**src/rtl/core/skt_pkg.sv**
```systemverilog
package skt_pkg;

    // Default sizing of the table
    localparam int CAPACITY_DEF  = 64;
    localparam int KEY_WIDTH_DEF = 32;

    // Request opcodes
    typedef enum logic [1:0] {
        OP_INSERT = 2'd0,
        OP_DELETE = 2'd1,
        OP_SEARCH = 2'd2,
        OP_CLEAR  = 2'd3
    } skt_op_t;

    // Broadcast command from the sequencer to every cell
    typedef struct packed {
        logic cmp;  // compare stored key against the request key
        logic ins;  // open a slot and insert the request key
        logic del;  // close the slot of the first equal key
        logic clr;  // empty the cell
    } skt_cmd_t;

    // Status a cell shows to its neighbours and to the sequencer
    typedef struct packed {
        logic valid;  // cell holds a key
        logic lt;     // stored key is smaller than the request key
        logic eq;     // stored key equals the request key
    } skt_flags_t;

endpackage

```
**src/rtl/core/skt_cell.sv**
```systemverilog
module skt_cell
    import skt_pkg::*;
#(
    parameter int KEY_WIDTH = KEY_WIDTH_DEF
)
(
    input  logic                        clk,
    input  logic                        rst_n,
    input  skt_cmd_t                    cmd,
    input  logic signed [KEY_WIDTH-1:0] req_key,
    input  skt_flags_t                  left_flags,
    input  logic signed [KEY_WIDTH-1:0] left_key,
    input  logic                        right_valid,
    input  logic signed [KEY_WIDTH-1:0] right_key,
    output skt_flags_t                  flags,
    output logic signed [KEY_WIDTH-1:0] entry_key
);

    logic                        valid_reg, valid_next;
    logic                        lt_reg, lt_next;
    logic                        eq_reg, eq_next;
    logic signed [KEY_WIDTH-1:0] key_reg, key_next;

    // Work out the next contents of the cell
    always_comb
    begin
        valid_next = valid_reg;
        lt_next    = lt_reg;
        eq_next    = eq_reg;
        key_next   = key_reg;

        // Compare against the broadcast key
        if (cmd.cmp)
        begin
            lt_next = valid_reg && (key_reg < req_key);
            eq_next = valid_reg && (key_reg == req_key);
        end

        // Insert: keep smaller keys, take the new key at the boundary, shift the rest right
        if (cmd.ins && !lt_reg)
        begin
            key_next   = left_flags.lt ? req_key : left_key;
            valid_next = valid_reg | left_flags.valid;
        end

        // Delete: from the first not-smaller key onward, pull the right neighbour in
        if (cmd.del && !lt_reg)
        begin
            key_next   = right_key;
            valid_next = right_valid;
        end

        // Clear: drop the entry
        if (cmd.clr)
        begin
            valid_next = 1'b0;
        end
    end

    // Hold control flags
    always_ff @(posedge clk or negedge rst_n)
    begin
        if (!rst_n)
        begin
            valid_reg <= 1'b0;
            lt_reg    <= 1'b0;
            eq_reg    <= 1'b0;
        end
        else
        begin
            valid_reg <= valid_next;
            lt_reg    <= lt_next;
            eq_reg    <= eq_next;
        end
    end

    // Hold the stored key
    always_ff @(posedge clk)
    begin
        key_reg <= key_next;
    end

    assign flags.valid = valid_reg;
    assign flags.lt    = lt_reg;
    assign flags.eq    = eq_reg;
    assign entry_key   = key_reg;

endmodule

```
**config.mk**
```make
export PLATFORM = sky130hd
export DESIGN_NAME = skt_cell
export DESIGN_NICKNAME = d
export VERILOG_FILES = /design/src/rtl/core/skt_pkg.sv /design/src/rtl/core/skt_cell.sv
export SDC_FILE = /design/constraint.sdc
export NUM_CORES = 1
export LEC_CHECK = 0
export BUFFER_PORTS_ARGS = -buffer_cell sky130_fd_sc_hd__buf_2
export CAP_MARGIN = 40
export CORE_AREA = 4 4 80 82
export CTS_BUF_LIST = sky130_fd_sc_hd__clkbuf_8
export DETAILED_ROUTE_END_ITERATION = 10
export DIE_AREA = 0 0 84 86
export MAX_ROUTING_LAYER = met4
export PLACE_DENSITY_LB_ADDON = 0.08
export SKIP_CTS_REPAIR_TIMING = 1
export SLEW_MARGIN = 5
export SYNTH_ARGS = -nofsm -noshare
export SYNTH_HDL_FRONTEND = slang
export SYNTH_SLANG_ARGS = --single-unit
export TNS_END_PERCENT = 100
```
**constraint.sdc**
```tcl
create_clock -name clk -period 2.7 [get_ports clk]
set_input_delay 0.54 -clock clk [delete_from_list [all_inputs] [get_ports clk]]
set_output_delay 0.54 -clock clk [all_outputs]
set_load 0.005 [all_outputs]
```
== After elaboration in Yosys (flattened, before gate mapping) ==
Index checks and enable logic that the tools add are counted.
W data, S select, Z words.
Operators by class
  order comparisons: 1
  reduce and logical (&&, ||, !) cells: 7
  equal/unequal tests: 1
  bitwise logic cells: 1
  muxes and demuxes: 6
Operators by type and width (number)
  $mux W32: 3
  $eq A32 B32 Y1: 1
  $lt A32 B32 Y1: 1
  $logic_and A1 B1 Y1: 4
  $mux W1: 3
  $reduce_bool A3 Y1: 1
  $reduce_bool A2 Y1: 1
  $logic_not A1 Y1: 1
  $or A1 B1 Y1: 1
Storage, ports and cells
  input bits: 106
  register bits after elaboration: 35

== Longest topological paths before layout ==
Gate-level depths: netlist (run 1).
  depth in word-level cells: 5
  mapped depth: 8
  depth with buffers taken out: 8

== Worst setup path before layout (run 1) ==
OpenSTA, ideal clock, no wires.
  path type: input to register
  start point: input cmd[2] (netlist bit)
  end point: register key_reg[0], in the netlist entry_key[0], enable pin
  path slack: 0.340 ns
  stages: 2
  path buffers: 0
  required time: 2.278 ns
  arrival time: 1.938 ns
  cells stage by stage: nor2_1 > nor2_1
On the way
  cells in the longest elaborated chain, start to end: 2
RTL lines
  start: declaration: RTL line skt_cell.sv:9  | input skt_cmd_t cmd,
  $logic_and A1 B1 Y1: RTL line skt_cell.sv:40  | if (cmd.ins && !lt_reg)
  $reduce_bool A2 Y1 (no source line)
  end signal: assignment: RTL line skt_cell.sv:80  | key_reg <= key_next;
  end: declaration: RTL line skt_cell.sv:22  | logic signed [KEY_WIDTH-1:0] key_reg, key_next;
No other way between the ends.
A chain may end at the register's enable or synchronous reset.

== Final worst setup path (run 1) ==
  start point: register key_reg[14], in the netlist entry_key[14]
  end point: register lt_reg
On the way
  cells in the longest elaborated chain, start to end: 2
RTL lines
  $lt A32 B32 Y1: RTL line skt_cell.sv:35  | lt_next = valid_reg && (key_reg < req_key);
  $logic_and A1 B1 Y1: RTL line skt_cell.sv:35
  end signal: assignment: RTL line skt_cell.sv:72  | lt_reg <= lt_next;
  end: declaration: RTL line skt_cell.sv:20  | logic lt_reg, lt_next;
No other way between the ends.

==> impl_metrics.tcl, run 1 <==
set metrics [dict create \
    ir_drop_mv 0.272 \
    finish.utilization_pct 60.2 \
    seqPwrFrac_pct 45.0 \
    setup_viol 0 \
    switching_share_pct 32.2 \
    grt_start_max_net_pins 36 \
    clockBufferDepth 2 \
    dp_slack_ps 390 \
    powerDensity_nw_per_um2 503 \
    crit_path_top_delay_cell "nor4_1" \
    slew_headroom_pct 64.9 \
    num_antenna_cells 0 \
    num_rows 28 \
    r2r_cells 7 \
    antenna_found_initial 0 \
    die_h_um 86 \
    ios 141 \
    numClockSinks 35 \
    p_leak_nw 1.85 \
    insertion_delay_ps 280 \
    yosys_register_bits 35 \
    period_minus_slack_ps 2060 \
    p_total_mw 1.74 \
    seq_area_frac_synth_pct 39.8 \
    reg2reg_from "entry_key[14]" \
    drc 0 \
    start_util_pct 45.3 \
    hpwl_um 5310 \
    syn_area_um2 2600 \
    cp.arrival_ps 2280 \
    largest_register_ffs 32 \
    clockRootBuffer "clkbuf_8" \
    reg2reg_slack_ps 640 \
    die_w_um 84 \
    cp_cell_sequence "ha_1 > nand4_1 > nor4_1 > o21ai_0 > a41o_1 > a21oi_1 > nand3b_1" \
    syn-mean-instance-area_um2 9.42 \
    grt_pass1_wl_um 10700 \
    status "completed" \
    timing.rr.end "lt_reg" \
    port_buffers 139 \
    antenna_left 0 \
    path_class "flop to flop" \
    grt_remaining_overflow 0 \
    grtUsageTotal_pct 19.1 \
    crit_path_end_kind "flop" \
    critPathMaxStageDelay_ps 440 \
    drt-initial-drc-count 51 \
    dr.pass1.iters 4 \
    cap_violations 0 \
    synthDominantCellAreaShare_pct 36.9 \
    fill_cells 540 \
    postRouteWirelength_um 6480 \
    rsz0062_at_grt "no" \
    cts_tree "built" \
    tns_ps 0 \
    yosysWarnings 0 \
    htree_levels 2 \
    p_comb_share_pct 34.3 \
    fin_crit_sh_pct 76.4 \
    clkTransAtPathRegs_ps 70 \
    yosysTopAreaCell "edfxtp_1" \
    synth.area.top_cells "edfxtp_1 (37%), ha_1 (15%), mux2i_1 (12%)" \
    fmax_mhz 485 \
    gp_congestion 0.819 \
    drive_above_1_share_pct 37.3 \
    synthCells 276 \
    vias 2405 \
    coreArea_um2 5750 \
    p_switching_mw 0.561 \
    fin_ws_ps 638 \
    slew_viol_final 0 \
    cp.required_ps 2920 \
    intPower_mw 1.18 \
    grt_pass1_vias 2397 \
    die-area_um2 7220 \
    finalHoldViolCount 0 \
    avgViaCountPerCell 4.93 \
    cts_buffers 5 \
    design.final.nets 550 \
    min_path_type "input pin to async pin" \
    p_clk_share_pct 20.7 \
    synth_nets 414 \
    syn_to_final_growth_pct 33.0 \
    fin_worst_skew_ps 2.52 \
    crit_fanout 3 \
    worst_slew_pin_slew_ps 527 \
    crit_path_start_kind "flop" \
    synth.distinct_cells 30 \
    wl_per_cell_um 13.3 \
]
## power by group through the flow
stage | Combinational (mW) | Sequential, mW | Clock (mW)
finish | 0.598 | 0.783 | 0.361
global route | 0.691 | 0.797 | 0.401
CTS | 0.610 | 0.785 | 0.367
detailed placement | 0.607 | 0.797 | 0
global placement | 0.593 | 0.792 | 0
floorplan | 0.321 | 0.803 | 0
## logic make-up after synthesis
group	synth area share [%]
AOI/OAI and AO/OA	11.9
adders and majority gates	15.4
buffers and inverters	7.65
DFF	39.8
muxes	12.3
and+or+nand+nor	12.9
## critical path, delay by kind of cell, from the launching register on
kind	cells	cell delay [ps]
adder cells (fa/ha/maj)	1	330
flip-flops	1	390
AO/OA/AOI/OAI	3	560
AND/OR/NAND/NOR	3	710
## final cells by class
type                    count  area, um^2  share of cell area [%]
well taps                  75        93.8                    2.71
inverters                  35         131                    3.80
repair buffers            143         738                    21.3
clock buffers               5        68.8                    1.99
clock inverters             3        11.3                   0.325
flip-flops and latches     35        1040                    29.9
multi-input cells         192        1380                    39.9
## worst max path at each step
stage	slack [ps]	endpoint	start
after floorplan	340	entry_key[0]	cmd[2]
after global placement	410	lt_reg	req_key[14]
after detailed placement	390	lt_reg	req_key[14]
after CTS	640	lt_reg	entry_key[14]
after global routing	480	lt_reg	entry_key[14]
final	640	lt_reg	entry_key[14]
## per-layer routing
metal | vias to the layer above | share of wire, % | global-route usage [%]
met5 | - | 0 | -
met4 | 0 | 0.96 | 4.39
met3 | 5 | 7.4 | 4.71
met2 | 81 | 49 | 33.3
met1 | 1072 | 42 | 22.2
li1 | 1247 | - | -
## per-stage QoR
step / instance area [um^2] / std cells / hold slack (ps)
global route: 3460 / 488 / 27.4
detailed placement: 3380 / 480 / 346
finish: 3460 / 488 / 40.3
floorplan: 2600 / 276 / 244
global placement: 3380 / 480 / 340
CTS: 3460 / 488 / 32.6
## Yosys cell counts, drive strengths merged
library cell	instances
a21o	2
nand4	7
nand2b	3
a221oi	1
buf	6
o21ai	36
mux2i	32
ha	32
a21oi	13
a211oi	1
inv	35
nand2	42
nor4	1
o22ai	1
nor3	1
dfrtp	3
nor2	7
a41o	1
nand3	3
clkbuf	8
o221a	1
edfxtp	32
and4b	1
or3	1
or4	1
nor2b	2
nand3b	2
a31oi	1
## layout by cell type (no fill, tap or decap)
cell / count
buf_2: 139
nand2_1: 42
inv_1: 36
o21ai_0: 36
mux2i_1: 32
ha_1: 32
edfxtp_1: 32
a21oi_1: 13
nor2_1: 6
nand4_1: 6
clkbuf_8: 5
nand3_1: 3
nand2b_1: 3
dfrtp_1: 3
buf_4: 3
a21o_1: 2
nand3b_1: 2
clkinv_1: 2
nor2b_4: 1
nor2_4: 1
nor2b_1: 1
nor3_1: 1
a211oi_1: 1
nand4_2: 1
or3_2: 1
a221oi_1: 1
a31oi_1: 1
o221a_2: 1
nor4_1: 1
or4_4: 1
a41o_1: 1
and4b_1: 1
o22ai_1: 1
buf_12: 1
Power figures use the tool's default switching activity.
==> run 2: changes to the inputs <==
CORE_AREA = 4 4 84 86   (was 4 4 80 82)
DIE_AREA = 0 0 88 90   (was 0 0 84 86)
clock period = 1.7 ns   (was 2.7 ns; I/O delays follow)
==> impl_metrics.tcl, run 2 (synthesis gave the netlist of run 1 again) <==
set metrics [dict create \
    status "finished, violations left" \
    failed_checks "negative setup slack" \
    reg2reg_slack_ps -230 \
    coreArea_um2 6280 \
    ir_drop_mv 0.498 \
    multi_input_area_um2 1500 \
    hold_depth 2 \
    tns_ps -232 \
    num_antenna_cells 0 \
    finish.utilization_pct 59.9 \
    syn_to_final_growth_pct 44.6 \
    path_buf_inv 1 \
    timing.rr.end "lt_reg" \
    grt_pass1_vias 2354 \
    cp.arrival_ps 2150 \
    fin_ws_ps -232 \
    crit_path_start_kind "flop" \
    setup_viol 1 \
    fill_cells 577 \
    reg2reg_from "entry_key[29]" \
    cp_top_family "simple AND/OR/NAND/NOR gates" \
    ios 141 \
    period_minus_slack_ps 1930 \
    whs_ps 209 \
    fin_cells 510 \
    start_util_pct 41.4 \
    htree_levels 2 \
    crit_path_end_kind "flop" \
    cts_buffers 5 \
    die_w_um 88 \
    slew_headroom_pct 80.6 \
    cap_violations 0 \
    hpwl_um 5290 \
    port_buffers 139 \
    fin_worst_skew_ps 4.50 \
    fmax_mhz 518 \
    grt_remaining_overflow 0 \
    drt-initial-drc-count 76 \
    dp_slack_ps -405 \
    design.final.nets 570 \
    hold_end "valid_reg" \
    final_cell_mix "buf_2 (139), nand2_1 (42), inv_1 (38)" \
    crit_path_top_delay_cell "edfxtp_1" \
    finalHoldViolCount 0 \
    cp_cell_sequence "ha_4 > nand4_1 > buf_4 > or3_4 > o221a_4 > a21oi_2 > nand3b_1" \
    drive_above_1_share_pct 42.0 \
    place_inst 500 \
    largest_register_ffs 32 \
    gp_congestion 0.755 \
    clkTransAtPathRegs_ps 70 \
    crit_fanout 2 \
    r2r_cells 7 \
    final_common_cell "buf_2" \
    p_leak_nw 1.97 \
    rsz0062_at_grt "yes" \
    antenna_found_initial 0 \
    fin_crit_sh_pct 114 \
    critPathMaxStageDelay_ps 450 \
    numClockSinks 35 \
    cts_tree "built" \
    postRouteWirelength_um 6750 \
    worstHoldStart "cmd[0]" \
    grt_start_max_net_pins 66 \
    path_class "flop to flop" \
    seq_area_um2 1040 \
    clockRootBuffer "clkbuf_8" \
    slew_viol_final 0 \
    drc 0 \
    num_rows 29 \
    avgViaCountPerCell 4.86 \
    antenna_left 0 \
    insertion_delay_ps 280 \
    wl_per_cell_um 13.2 \
    grtUsageTotal_pct 17.3 \
    worst_slew_pin_slew_ps 292 \
    die-area_um2 7920 \
    clockBufferDepth 2 \
    die_h_um 90 \
    min_path_type "input pin to flop" \
    cp.required_ps 1920 \
    powerDensity_nw_per_um2 792 \
    dr.pass1.iters 4 \
    vias 2477 \
    grt_pass1_wl_um 10600 \
]
run 2: cell types whose count changed in the layout (fill, tap and decap cells not counted), sizes merged:
cell / change
inv: +2
buf: +19
clkinv: -2
dlygate4sd3: +1
run 2: final cells by class:
cell class,instances,area share (%)
multi-input combinational,192,39.9
sequential,35,27.5
timing repair buffer,163,24.3
inverter,35,3.49
tap,77,2.56
clock buffer,5,1.83
clock inverter,3,0.299
run 2: per-layer routing:
metal	global-route usage (%)	share of wire (%)	vias up
met2	28.4	48	86
met4	3.84	0.89	0
met5	-	0	-
li1	-	-	1289
met3	4.75	9.2	5
met1	21.0	42	1097
run 2: worst max path at each step:
stage,startpoint,endpoint,slack (ps),cells after the start
2_1_floorplan,entry_key[27],lt_reg,-120,6
3_3_place_gp,req_key[14],lt_reg,-330,9
3_5_place_dp,req_key[14],lt_reg,-400,9
4_1_cts,entry_key[15],lt_reg,-380,7
5_1_grt,entry_key[11],lt_reg,-330,7
6_report,entry_key[29],lt_reg,-230,7
run 2: worst register-to-register path, cell delays in order (launching register included):
cell and delay [ps]:
edfxtp_1 450, ha_4 300, nand4_1 140, buf_4 170, or3_4 320, o221a_4 270
a21oi_2 120, nand3b_1 100
run 2: stage by stage:
step                area, um^2  power [mW]
finish                    3760        2.98
global route              3760        3.22
CTS                       3710        2.99
detailed placement        3630        2.41
global placement          3630        2.39
floorplan                 2690        1.84
run 2: power breakdown:
group,switching (mW),internal (mW)
clock network,0.294,0.273
registers,0.107,1.16
logic,0.551,0.597
==> run 3: changes to the inputs <==
CORE_AREA = 4 4 86 88   (was 4 4 84 86)
DIE_AREA = 0 0 90 92   (was 0 0 88 90)
==> impl_metrics.tcl, run 3 (synthesis gave the netlist of run 1 again) <==
set metrics [dict create \
    syn_to_final_growth_pct 49.0 \
    finalHoldViolCount 0 \
    grt_pass1_vias 2595 \
    postRouteWirelength_um 6920 \
    grt_pass1_wl_um 11600 \
    hpwl_um 5630 \
    crit_path_top_delay_cell "edfxtp_1" \
    timing.rr.end "lt_reg" \
    critPathMaxStageDelay_ps 420 \
    setup_viol 1 \
    coreArea_um2 6640 \
    path_depth 7 \
    slew_viol_final 0 \
    status "finished, violations left" \
    cp_cell_sequence "ha_1 > nand4_1 > buf_4 > or3_4 > o221a_4 > a21oi_1 > nand3b_1" \
    antenna_found_initial 0 \
    fin_ws_ps -232 \
    clockBufferDepth 2 \
    num_antenna_cells 0 \
    crit_fanout 2 \
    wl_per_cell_um 13.3 \
    reg2reg_slack_ps -230 \
    die_h_um 92 \
    numClockSinks 35 \
    ios 141 \
    grtUsageTotal_pct 17.4 \
    fin_crit_sh_pct 114 \
    cp_top_family "simple AND/OR/NAND/NOR gates" \
    antenna_left 0 \
    crit_path_start_kind "flop" \
    insertion_delay_ps 290 \
    cts_buffers 5 \
    ir_drop_mv 0.390 \
    final_common_cell "buf_2" \
    path_class "flop to flop" \
    drive_above_1_share_pct 43.5 \
    period_minus_slack_ps 1930 \
    worstHoldStart "cmd[0]" \
    min_path_type "input pin to flop" \
    grt_remaining_overflow 0 \
    cp.arrival_ps 2150 \
    hold_end "valid_reg" \
    failed_checks "negative setup slack" \
    fin_worst_skew_ps 8.25 \
    crit_path_end_kind "flop" \
    cp.required_ps 1920 \
    hold_depth 2 \
    num_rows 30 \
    drc 0 \
    p_leak_nw 2.01 \
    port_buffers 139 \
    avgViaCountPerCell 4.77 \
    htree_levels 2 \
    start_util_pct 39.2 \
    dr.pass1.iters 4 \
    grt_start_max_net_pins 34 \
    reg2reg_from "entry_key[30]" \
    clockRootBuffer "clkbuf_8" \
    fmax_mhz 517 \
    largest_register_ffs 32 \
    cap_violations 0 \
    r2r_cells 7 \
    worst_slew_pin_slew_ps 301 \
    slew_headroom_pct 79.8 \
    final_cell_mix "buf_2 (139), nand2_1 (42), o21ai_0 (36)" \
    powerDensity_nw_per_um2 862 \
    cts_tree "built" \
    rsz0062_at_grt "yes" \
    die-area_um2 8280 \
    die_w_um 90 \
    path_buf_inv 1 \
    design.final.nets 578 \
    dp_slack_ps -329 \
    drt-initial-drc-count 32 \
    fill_cells 632 \
    gp_congestion 0.786 \
    p_total_mw 3.34 \
    vias 2485 \
    clkTransAtPathRegs_ps 70 \
]
[run 3: cell types whose count changed in the layout (fill, tap and decap cells not counted), sizes merged]
cell / previous run / this run
buf: 162 / 170
bufinv: 0 / 2
clkinvlp: 0 / 1
inv: 38 / 35
[run 3: worst register-to-register path, cell delays in order (launching register included)]
cell	delay [ps]
edfxtp_1	420
ha_1	320
nand4_1	140
buf_4	170
or3_4	320
o221a_4	270
a21oi_1	140
nand3b_1	110
[run 3: through the flow]
stage | hold WS [ps] | cell area (um^2) | utilization [%] | instances | TNS (ps)
after CTS | -169 | 3800 | 57.3 | 516 | -292
after detailed placement | 143 | 3670 | 55.2 | 508 | -336
final | 212 | 3880 | 58.3 | 521 | -232
after global routing | 204 | 3880 | 58.3 | 521 | -405
after global placement | 147 | 3670 | 55.2 | 508 | -321
after floorplan | 44.4 | 2690 | - | 276 | -122
[run 3: worst max path at each step]
stage,start,endpoint
6_report,entry_key[30],lt_reg
5_1_grt,entry_key[11],lt_reg
4_1_cts,entry_key[17],lt_reg
3_5_place_dp,req_key[13],lt_reg
3_3_place_gp,req_key[19],lt_reg
2_1_floorplan,entry_key[27],lt_reg
[run 3: cell type report]
class	instances	area, um^2	area share [%]
multi-input cells	192	1500	38.6
flip-flops and latches	35	1040	26.7
repair buffers	171	976	25.2
inverters	35	131	3.39
well taps	80	100	2.58
clock buffers	5	68.8	1.78
clock inverters	3	67.6	1.74
[run 3: metal layers]
layer	GRT usage [%]	part of all wire, %	vias up
met5	-	0	-
met4	6.12	1.6	0
met1	20.5	43	1091
li1	-	-	1302
met2	29.2	49	83
met3	4.27	6.4	9
[run 3: power by group]
| group | internal, mW | switching, mW | leakage [nW] |
|---|---|---|---|
| combinational | 0.624 | 0.547 | 1.58 |
| clock | 0.585 | 0.319 | 0.0644 |
| sequential | 1.16 | 0.110 | 0.368 |
| total | 2.36 | 0.975 | 2.01 |
